[config.mk]
export PLATFORM = sky130hd
export DESIGN_NAME = ordered_record_list
export DESIGN_NICKNAME = d
export VERILOG_FILES = /design/src/hw/rtl/orl_pkg.sv /design/src/hw/rtl/orl_ctrl.sv /design/src/hw/rtl/orl_dp.sv /design/src/hw/rtl/ordered_record_list.sv
export SDC_FILE = /design/constraint.sdc
export NUM_CORES = 2
export LEC_CHECK = 0
export BUFFER_PORTS_ARGS = -buffer_cell sky130_fd_sc_hd__clkbuf_2
export CORE_MARGIN = 10
export CORE_UTILIZATION = 40
export CTS_CLUSTER_DIAMETER = 120
export DETAILED_ROUTE_END_ITERATION = 16
export PLACE_DENSITY = 0.66
export RECOVER_POWER = 100
export SETUP_SLACK_MARGIN = 0.5
export SLEW_MARGIN = 30
export SYNTH_ARGS = -nofsm -noshare
export SYNTH_HDL_FRONTEND = slang
export SYNTH_SLANG_ARGS = --single-unit
[constraint.sdc]
create_clock -name clk -period 10.4 [get_ports clk]
set_input_delay 2.08 -clock clk [delete_from_list [all_inputs] [get_ports clk]]
set_output_delay 2.08 -clock clk [all_outputs]
set_load 0.03 [all_outputs]
[src/hw/rtl/orl_pkg.sv]
// Shared types and codes for the ordered record list.
`timescale 1ns / 1ps
`default_nettype none
package orl_pkg;

  localparam int unsigned NWORDS = 5;
  localparam int unsigned WORD_W = 32;

  typedef logic [NWORDS-1:0][WORD_W-1:0] rec_t;

  // operation codes
  localparam logic [1:0] OP_APPEND = 2'd0;
  localparam logic [1:0] OP_DELETE = 2'd1;
  localparam logic [1:0] OP_DUMP   = 2'd2;

  // result status codes
  localparam logic [1:0] ST_OK      = 2'd0;
  localparam logic [1:0] ST_FULL    = 2'd1;
  localparam logic [1:0] ST_INVALID = 2'd2;
  localparam logic [1:0] ST_EMPTY   = 2'd3;

  typedef enum logic [2:0] {
    S_IDLE,
    S_DECIDE,
    S_DEL_RD,
    S_DEL_WR,
    S_DUMP_RD,
    S_DUMP_EMIT
  } state_t;

  typedef enum logic [1:0] {
    SLOT_ZERO,
    SLOT_COUNT,
    SLOT_POS,
    SLOT_IDX
  } slot_sel_t;

  // controller -> datapath
  typedef struct packed {
    logic      load;       // capture the input transaction
    logic      wr_append;  // write latched record at the tail
    logic      wr_move;    // write read data at idx (compaction)
    logic      rd_req;     // registered memory read
    logic      rd_next;    // read address is idx+1 instead of idx
    logic      idx_pos;    // idx <= position
    logic      idx_clr;
    logic      idx_inc;
    logic      cnt_inc;
    logic      cnt_dec;
    logic      emit;
    logic [1:0] status;
    slot_sel_t slot_sel;
    logic      words_rd;   // result words from read data
    logic      last;
  } cmd_t;

  // datapath -> controller
  typedef struct packed {
    logic [1:0] op;
    logic       full;
    logic       empty;
    logic       pos_ok;
    logic       more;      // idx+1 < count
    logic       at_end;    // idx+1 == count
    logic       out_pending;
  } stat_t;

endpackage
`default_nettype wire

[src/hw/rtl/orl_ctrl.sv]
// Sequencing state machine for the ordered record list.
`timescale 1ns / 1ps
`default_nettype none
module orl_ctrl (
  input  wire logic          clk,
  input  wire logic          rst_n,
  input  wire logic          start,
  output logic               busy,
  input  wire orl_pkg::stat_t stat,
  output orl_pkg::cmd_t      cmd
);

  orl_pkg::state_t state_r, state_nxt;

  always_ff @(posedge clk) begin
    if (!rst_n) begin
      state_r <= orl_pkg::S_IDLE;
    end else begin
      state_r <= state_nxt;
    end
  end

  always_comb begin
    state_nxt    = state_r;
    cmd          = '0;
    cmd.slot_sel = orl_pkg::SLOT_ZERO;
    cmd.status   = orl_pkg::ST_OK;
    busy         = (state_r != orl_pkg::S_IDLE) || stat.out_pending;
    case (state_r)
      orl_pkg::S_IDLE: begin
        if (start && !busy) begin
          cmd.load  = 1'b1;
          state_nxt = orl_pkg::S_DECIDE;
        end
      end
      orl_pkg::S_DECIDE: begin
        state_nxt = orl_pkg::S_IDLE;
        case (stat.op)
          orl_pkg::OP_APPEND: begin
            cmd.emit = 1'b1;
            cmd.last = 1'b1;
            if (stat.full) begin
              cmd.status = orl_pkg::ST_FULL;
            end else begin
              cmd.wr_append = 1'b1;
              cmd.cnt_inc   = 1'b1;
              cmd.slot_sel  = orl_pkg::SLOT_COUNT;
            end
          end
          orl_pkg::OP_DELETE: begin
            if (stat.pos_ok) begin
              cmd.idx_pos = 1'b1;
              state_nxt   = orl_pkg::S_DEL_RD;
            end else begin
              cmd.emit     = 1'b1;
              cmd.last     = 1'b1;
              cmd.status   = orl_pkg::ST_INVALID;
              cmd.slot_sel = orl_pkg::SLOT_POS;
            end
          end
          orl_pkg::OP_DUMP: begin
            if (stat.empty) begin
              cmd.emit   = 1'b1;
              cmd.last   = 1'b1;
              cmd.status = orl_pkg::ST_EMPTY;
            end else begin
              cmd.idx_clr = 1'b1;
              state_nxt   = orl_pkg::S_DUMP_RD;
            end
          end
          default: begin
            cmd.emit   = 1'b1;
            cmd.last   = 1'b1;
            cmd.status = orl_pkg::ST_INVALID;
          end
        endcase
      end
      orl_pkg::S_DEL_RD: begin
        if (stat.more) begin
          cmd.rd_req  = 1'b1;
          cmd.rd_next = 1'b1;
          state_nxt   = orl_pkg::S_DEL_WR;
        end else begin
          cmd.cnt_dec  = 1'b1;
          cmd.emit     = 1'b1;
          cmd.last     = 1'b1;
          cmd.slot_sel = orl_pkg::SLOT_POS;
          state_nxt    = orl_pkg::S_IDLE;
        end
      end
      orl_pkg::S_DEL_WR: begin
        cmd.wr_move = 1'b1;
        cmd.idx_inc = 1'b1;
        state_nxt   = orl_pkg::S_DEL_RD;
      end
      orl_pkg::S_DUMP_RD: begin
        cmd.rd_req = 1'b1;
        state_nxt  = orl_pkg::S_DUMP_EMIT;
      end
      orl_pkg::S_DUMP_EMIT: begin
        cmd.emit     = 1'b1;
        cmd.words_rd = 1'b1;
        cmd.slot_sel = orl_pkg::SLOT_IDX;
        cmd.idx_inc  = 1'b1;
        if (stat.at_end) begin
          cmd.last  = 1'b1;
          state_nxt = orl_pkg::S_IDLE;
        end else begin
          state_nxt = orl_pkg::S_DUMP_RD;
        end
      end
      default: begin
        state_nxt = orl_pkg::S_IDLE;
      end
    endcase
  end

endmodule
`default_nettype wire

[src/hw/rtl/orl_dp.sv]
// Record memory, count, index and result registers of the ordered record list.
`timescale 1ns / 1ps
`default_nettype none
module orl_dp #(
  parameter int unsigned MAX_RECORDS = 16
) (
  input  wire logic                clk,
  input  wire logic                rst_n,
  input  wire orl_pkg::cmd_t       cmd,
  output orl_pkg::stat_t           stat,
  input  wire logic [1:0]          in_op,
  input  wire logic [5:0]          in_position,
  input  wire orl_pkg::rec_t       in_rec,
  output logic                     out_valid,
  output logic [1:0]               out_status,
  output logic [5:0]               out_slot,
  output orl_pkg::rec_t            out_rec,
  output logic [6:0]               out_count,
  output logic                     out_last
);

  localparam int unsigned CW = $clog2(MAX_RECORDS + 1);
  localparam int unsigned AW = (MAX_RECORDS > 1) ? $clog2(MAX_RECORDS) : 1;

  orl_pkg::rec_t mem [MAX_RECORDS];

  logic [CW-1:0]   count_r, count_nxt;
  logic [CW-1:0]   idx_r, idx_nxt;
  logic [CW:0]     idx_p1;
  logic [1:0]      op_r;
  logic [5:0]      pos_r;
  orl_pkg::rec_t   rec_r;
  orl_pkg::rec_t   rd_data_r;
  logic [AW-1:0]   rd_addr;
  logic [AW-1:0]   wr_addr;
  logic            out_valid_r;
  logic [1:0]      out_status_r;
  logic [5:0]      out_slot_r, slot_nxt;
  orl_pkg::rec_t   out_rec_r;
  logic [6:0]      out_count_r;
  logic            out_last_r;

  assign idx_p1 = {1'b0, idx_r} + {{CW{1'b0}}, 1'b1};

  always_comb begin
    count_nxt = count_r;
    if (cmd.cnt_inc) begin
      count_nxt = count_r + {{(CW-1){1'b0}}, 1'b1};
    end else if (cmd.cnt_dec) begin
      count_nxt = count_r - {{(CW-1){1'b0}}, 1'b1};
    end
    idx_nxt = idx_r;
    if (cmd.idx_pos) begin
      idx_nxt = CW'(pos_r);
    end else if (cmd.idx_clr) begin
      idx_nxt = '0;
    end else if (cmd.idx_inc) begin
      idx_nxt = idx_p1[CW-1:0];
    end
    case (cmd.slot_sel)
      orl_pkg::SLOT_COUNT: slot_nxt = 6'(count_r);
      orl_pkg::SLOT_POS:   slot_nxt = pos_r;
      orl_pkg::SLOT_IDX:   slot_nxt = 6'(idx_r);
      default:             slot_nxt = '0;
    endcase
  end

  assign rd_addr = cmd.rd_next ? idx_p1[AW-1:0] : idx_r[AW-1:0];
  assign wr_addr = cmd.wr_append ? count_r[AW-1:0] : idx_r[AW-1:0];

  always_ff @(posedge clk) begin
    if (cmd.wr_append) begin
      mem[wr_addr] <= rec_r;
    end else if (cmd.wr_move) begin
      mem[wr_addr] <= rd_data_r;
    end
    if (cmd.rd_req) begin
      rd_data_r <= mem[rd_addr];
    end
  end

  always_ff @(posedge clk) begin
    if (!rst_n) begin
      count_r     <= '0;
      idx_r       <= '0;
      out_valid_r <= 1'b0;
    end else begin
      count_r     <= count_nxt;
      idx_r       <= idx_nxt;
      out_valid_r <= cmd.emit;
    end
  end

  always_ff @(posedge clk) begin
    if (cmd.load) begin
      op_r  <= in_op;
      pos_r <= in_position;
      rec_r <= in_rec;
    end
    if (cmd.emit) begin
      out_status_r <= cmd.status;
      out_slot_r   <= slot_nxt;
      out_rec_r    <= cmd.words_rd ? rd_data_r : '0;
      out_count_r  <= 7'(count_nxt);
      out_last_r   <= cmd.last;
    end
  end

  always_comb begin
    stat.op          = op_r;
    stat.full        = (count_r == CW'(MAX_RECORDS));
    stat.empty       = (count_r == '0);
    stat.pos_ok      = ({1'b0, pos_r} < 7'(count_r));
    stat.more        = (idx_p1 < {1'b0, count_r});
    stat.at_end      = (idx_p1 == {1'b0, count_r});
    stat.out_pending = out_valid_r;
  end

  assign out_valid  = out_valid_r;
  assign out_status = out_status_r;
  assign out_slot   = out_slot_r;
  assign out_rec    = out_rec_r;
  assign out_count  = out_count_r;
  assign out_last   = out_last_r;

endmodule
`default_nettype wire

[src/hw/rtl/ordered_record_list.sv]
// Top level of the ordered record list: controller plus datapath.
//
// Ordered list of up to MAX_RECORDS records of five signed 32-bit words,
// held in a single-port-write, registered-read memory. A transaction is
// taken when start is high and busy is low; busy stays high until the last
// result of that transaction has been shown on the out_ ports. Each result is
// marked by out_valid for exactly one cycle and cannot be stalled, so the
// receiver must capture it on that cycle; out_last flags the final one.
// Steps, set by the one memory read port and its output register:
//   append, bad delete, unknown op, empty dump: a single result; the next
//     transaction is accepted once that result has been shown.
//   delete at position p with n records: n - 1 - p records moved in
//     compaction (one read then one write per moved record), then the result.
//   dump of n records: n results; each record is read, then presented,
//     before the next record is read.
// Memory contents are not cleared at reset; only entries below the record
// count are ever read.
`timescale 1ns / 1ps
`default_nettype none
module ordered_record_list #(
  parameter int unsigned MAX_RECORDS = 16
) (
  input  wire logic               clk,
  input  wire logic               rst_n,
  input  wire logic               start,
  output logic                    busy,
  input  wire logic [1:0]         in_op,
  input  wire logic [5:0]         in_position,
  input  wire logic signed [31:0] in_word_0,
  input  wire logic signed [31:0] in_word_1,
  input  wire logic signed [31:0] in_word_2,
  input  wire logic signed [31:0] in_word_3,
  input  wire logic signed [31:0] in_word_4,
  output logic                    out_valid,
  output logic [1:0]              out_status,
  output logic [5:0]              out_slot,
  output logic signed [31:0]      out_word_0,
  output logic signed [31:0]      out_word_1,
  output logic signed [31:0]      out_word_2,
  output logic signed [31:0]      out_word_3,
  output logic signed [31:0]      out_word_4,
  output logic [6:0]              out_count,
  output logic                    out_last
);

  orl_pkg::cmd_t  cmd;
  orl_pkg::stat_t stat;
  orl_pkg::rec_t  in_rec;
  orl_pkg::rec_t  out_rec;

  // record word k lives in lane k
  assign in_rec[0] = in_word_0;
  assign in_rec[1] = in_word_1;
  assign in_rec[2] = in_word_2;
  assign in_rec[3] = in_word_3;
  assign in_rec[4] = in_word_4;

  assign out_word_0 = $signed(out_rec[0]);
  assign out_word_1 = $signed(out_rec[1]);
  assign out_word_2 = $signed(out_rec[2]);
  assign out_word_3 = $signed(out_rec[3]);
  assign out_word_4 = $signed(out_rec[4]);

  // sequencer: decodes the transaction, walks compaction and dump
  orl_ctrl u_ctrl (
    .clk   (clk),
    .rst_n (rst_n),
    .start (start),
    .busy  (busy),
    .stat  (stat),
    .cmd   (cmd)
  );

  // memory, count/index registers and the result register
  orl_dp #(
    .MAX_RECORDS (MAX_RECORDS)
  ) u_dp (
    .clk         (clk),
    .rst_n       (rst_n),
    .cmd         (cmd),
    .stat        (stat),
    .in_op       (in_op),
    .in_position (in_position),
    .in_rec      (in_rec),
    .out_valid   (out_valid),
    .out_status  (out_status),
    .out_slot    (out_slot),
    .out_rec     (out_rec),
    .out_count   (out_count),
    .out_last    (out_last)
  );

endmodule
`default_nettype wire

# Word level (Yosys, flattened, before mapping)
# Memory sizes are Yosys's and may differ from the RTL's. A register that Yosys moved wholly into a read port is not among the register bits.
# Index checks and enable logic that the tools add are counted.
[totals]
ff_bits = 356
mem_bits_rw = 2560
input_bits = 171
out_inout_bits = 178
wordCells = 103
n_memories = 1
[mem_list]
columns = ["memory", "words", "width", "read_ports", "rd_clocked_by_memory_dff", "write_ports", "line_no", "text"]
rows = [
  ["u_dp.mem", 16, 160, 1, 1, 1, "orl_dp.sv:25", "orl_pkg::rec_t mem [MAX_RECORDS];"],
]
[op_classes]
addsub = 3
magnitude_cmp = 2
n_eq_ne = 13
n_mux = 54
bitwise = 1
reduce_logical = 9
[ops]
columns = ["cell", "count"]
rows = [
  ["two-way mux 160 bit", 1],
  ["two-way mux 5 bit", 6],
  ["two-way mux 1 bit", 25],
  ["case mux 3 bit (6 select lines)", 1],
  ["case mux 6 bit (3 select lines)", 1],
  ["less-than comparator 6 x 5 -> 1 bit", 2],
  ["two-way mux 2 bit", 6],
  ["two-way mux 3 bit", 4],
  ["case mux 3 bit (3 select lines)", 1],
  ["two-way mux 4 bit", 2],
  ["adder 5 x 1 -> 6 bit (second input constant)", 1],
  ["== test 2 bit (second input constant)", 3],
  ["== test 3 x 2 -> 1 bit (second input constant)", 2],
  ["== test 3 bit (second input constant)", 2],
  ["== test 6 x 5 -> 1 bit", 1],
  ["case mux 1 bit (3 select lines)", 2],
  ["case mux 2 bit (3 select lines)", 1],
  ["case mux 3 bit (2 select lines)", 1],
  ["nonzero test 3 bit", 2],
  ["adder 5 x 1 -> 5 bit (second input constant)", 1],
  ["== test 5 bit (second input constant)", 1],
  ["zero test 5 bit", 1],
  ["subtractor 5 x 1 -> 5 bit (second input constant)", 1],
  ["== test 2 x 1 -> 1 bit (second input constant)", 2],
  ["other kinds (11)", 12],
]

# Logic depth before layout (Yosys ltp)
[logic_depth]
word_depth = 7
mapped_depth = 18
depth_no_buf = 12

# By module
# Synthesis repeated with hierarchy kept, for this count alone.
[hier_totals]
hier_cells = 7825
area_unflattened_um2 = 132369.5
[modules_own_cells]
columns = ["mod", "n_inst", "cells_per_inst", "area_each_um2", "seq_area_each_um2"]
rows = [
  ["orl_dp", 1, 7766, 131945.3, 92168.4],
  ["orl_ctrl", 1, 59, 424.2, 60.1],
]

# Worst setup path before layout
# Ideal clock, no wire load.
[synth_timing]
path_kind = "reg-to-reg"
from = "register u_ctrl.state_r[0]"
to = "memory u_dp.mem[12][0] (netlist bit) (enable)"
setup_time_ns = 0.683
arrival_ns = 8.555
t_required_ns = 9.717
setup_slack_ns = 1.162
stages_incl_launch_ff = 8
path_buffers = 2
period_less_slack_ns = 9.238
path_cell_list = "dfxtp_1 -> clkbuf_1 -> nor3b_2 -> nand2_1 -> a31oi_1 -> clkbuf_1 -> a31oi_1 -> nor2_1"
[synth_via]
elab_chain_cells = 6
elab_cells_between_ends = 11
classes_between = "eq/ne (2); mux (8); bitwise (1)"
[synth_lines]
columns = ["element", "line_no", "text"]
rows = [
  ["from (decl)", "orl_ctrl.sv:13", "orl_pkg::state_t state_r, state_nxt;"],
  ["from (signal assigned)", "orl_ctrl.sv:17", "state_r <= orl_pkg::S_IDLE;"],
  ["from (signal assigned)", "orl_ctrl.sv:19", "state_r <= state_nxt;"],
  ["== test 3 x 2 -> 1 bit", "orl_ctrl.sv:29", "case (state_r)"],
  ["two-way mux 1 bit", "orl_ctrl.sv:29", ""],
  ["two-way mux 1 bit", "orl_dp.sv:74", "end else if (cmd.wr_move) begin"],
  ["two-way mux 1 bit", "orl_dp.sv:72", "if (cmd.wr_append) begin"],
  ["two-way mux 1 bit (implied by the code)", "orl_dp.sv:75", "mem[wr_addr] <= rd_data_r;"],
  ["bitwise OR 1 bit (no line)", "-", ""],
  ["to (decl)", "orl_dp.sv:25", ""],
]
# Several ways; a longest one is shown, not always the timed one.

# Final worst setup path
[layout_timing]
from = "register u_ctrl.state_r[1]"
to = "memory u_dp.mem[0][57] (netlist bit) (enable)"
# The elaborated chain is that of the path after synthesis.

==> results.cfg <==
[placed_design]
place_ws_ns = 3.780
place_area_sq_um = 126400
portBuffers = 346
detailedPlacementHpwl_um = 171300
globalplace.congestion = 0.8213
placed_cells = 11491

[timing]
hold_viol_final = 0
min_period_ns = 8.374
tns_ns = 0
grt_setup_unrepaired = no
fin_ws_ns = 2.026
slew_headroom_pct = -208.9
min_period_over_period_pct = 80.51
tightest_slew_ns = 4.633
finalClockSkew_ns = 0.05508
slew_violations = 2324
max_freq_ghz = 0.1194
setup_viol = 0
fin_hold_ws_ns = 0.5475

[synth]
synth_cell_types = 76
ys_seq_area_share_pct = 76.81
synth-async-reset-ratio_pct = 0
synth_flop_cell = edfxtp_1
ys_ff_latch = 3076
netlist_area_sq_um = 120100
post-synth-top-count-cell = edfxtp_1
yosysWarnings = 0
synth_top_cells_by_area = edfxtp_1 (77%), nand2_1 (4.2%), mux2i_1 (3.2%), nand3_1 (2.5%), mux2_2 (2.2%)
synth_top_cell_by_area = edfxtp_1
synthCells = 7528
synthTopCellsByCount = edfxtp_1 (3,062), nand2_1 (1,333), nand3_1 (596), mux2i_1 (385), clkbuf_1 (293)
synth_edf_count = 3062
syn_area_per_cell_sq_um = 15.95
synth_top_area_share_pct = 76.58

[detailed_routing]
drc = 0
drt-total-wl_um = 331500
drt-pass1-iter-count = 8
drt_iter0_drc = 8726
ant_nets = 0
via_count = 69995
via_per_inst = 5.789
avgRoutedWirePerCell_um = 27.42

[die]
fp.dieW_um = 567.9
start_util_pct = 40.12
ios = 349
num_rows = 201
fp.dieArea_sq_um = 322500
core_sq_um = 299300
die_y_um = 567.9

[global_routing]
antenna_found_initial = 19
grtUsageTotal_pct = 19.70
grt_pass1_wl_um = 479100
grt_max_degree = 191
grt_pass1_vias = 69025
grt-ovfl-total = 0

[clock_tree]
postCtsHoldBufs = 0
cts_htree_levels = 5
ctsResizeCount = 0
worst_skew_pair.late_latency_ns = 0.91
clock_sinks = 3076
cts_tree = yes
numCtsBuffers = 321
clockRootBuffer = clkbuf_16
clockBufferDepth = 4
clk_pin_slew_ns = 0.06
post_cts_buffers = 0

[job]
cap_violations = 51

[run_status]
status = finished with violations
violations = capacitance limit, slew limit

[worst_setup_path]
critPathArrivalTime_ns = 8.86
start_kind = flip-flop
worstPathRequired_ns = 10.89
crit_fanout = 43
reg2reg_depth = 7
end_kind = flip-flop
path_class = reg -> reg

[power]
ir_worst_vdd_mv = 0.1193
total_power_mw = 26.15
p_per_area_nw_per_um2 = 191.9
p_leak_nw = 43.69

[finish]
nFillCells = 25593
areaGrowthSynthToFinish_pct = 13.51
stdcell_area_sq_um = 136300
nets = 8047
fin_cells = 12090
drive_gt1_share_pct = 11.30
final_core_util_pct = 45.54

[min_path]
hold_depth = 1
hold_path_class = reg -> reg
[power breakdown]
group          internal, mW  total, mW  switching, mW
registers              13.9       14.0         0.0871
logic                 0.151      0.765          0.614
clock network          6.50       11.4           4.86
total                  20.6       26.1           5.56
[flip-flops by register name, summed over array words and instances, names as in the netlist]
name and flops:
u_dp.out_count 5, u_dp.out_valid 1, u_dp.pos_r 6, u_dp.out_status 2
u_dp.rec_r 160, u_dp.mem 2560, u_dp.out_rec 160, u_dp.op_r 2
u_ctrl.state_r 3, u_dp.count_r 5, u_dp.out_last 1, u_dp.idx_r 5
u_dp.out_slot 6, u_dp.rd_data_r 160
[path summary, 6_finish.rpt]
check | from | to | slack, ns
hold reg to reg | u_dp.rd_data_r[16] | u_dp.out_rec[16] | 0.55
setup reg to reg | u_ctrl.state_r[1] | u_dp.mem[0][57] | 2.03
hold / removal | u_dp.rd_data_r[16] | u_dp.out_rec[16] | 0.55
setup / recovery | u_ctrl.state_r[1] | u_dp.mem[0][57] | 2.03
[area by class of cell]
cell class / instances / area (sq um) / share of cell area (%)
clock inverters: 197 / 2011 / 1.475
well taps: 3958 / 4952 / 3.634
clock buffers: 384 / 8386 / 6.153
flip-flops and latches: 3076 / 92240 / 67.68
multi-input cells: 3968 / 26040 / 19.11
repair buffers: 479 / 2574 / 1.889
inverters: 14 / 52.55 / 0.03856
diodes: 14 / 35.03 / 0.02571
[kinds of logic after synthesis]
group,Yosys count,synth area share (%)
buffers and inverters,485,1.732
and+or+nand+nor,2363,8.809
xor gates and xnor gates,11,0.09588
AOI/OAI and AO/OA,846,4.893
muxes,730,7.486
DFF,3076,76.81
adders and majority gates,16,0.1667
other,1,0.003123
[cell usage in the layout (no fill, tap or decap), drive strengths merged, types with 20 or more instances in the layout]
cell type,Yosys,layout
a2111oi,23,23
a21oi,120,120
a222oi,20,20
a22oi,40,40
a31oi,102,102
a32oi,169,169
and2,174,174
buf,178,88
bufinv,0,28
clkbuf,293,775
clkinv,0,154
edfxtp,3062,3062
inv,14,23
mux2,234,234
mux2i,385,385
mux4,111,111
nand2,1334,1334
nand3,597,597
nand4,102,102
nor2,57,57
nor2b,23,23
nor3,40,40
o211ai,30,30
o21ai,125,125
o22ai,120,120
o311ai,23,23
[critical path, cell delays in order (launching register included)]
cell and delay (ns):
dfxtp_1 0.49, nand3b_1 0.30, clkbuf_1 0.78, nor3_1 0.35, a31oi_1 0.17, nor2_1 1.54, clkbuf_1 2.61, clkbuf_2 1.62
[metal layers]
metal	track usage, %	part of all wire, %	vias up
li1	-	-	29894
met1	27.99	41	35896
met2	30.93	46	3674
met3	3.804	9.9	527
met4	5.819	2.8	4
met5	0	0.0081	-
Note: power is estimated with default switching activity, not from simulation.
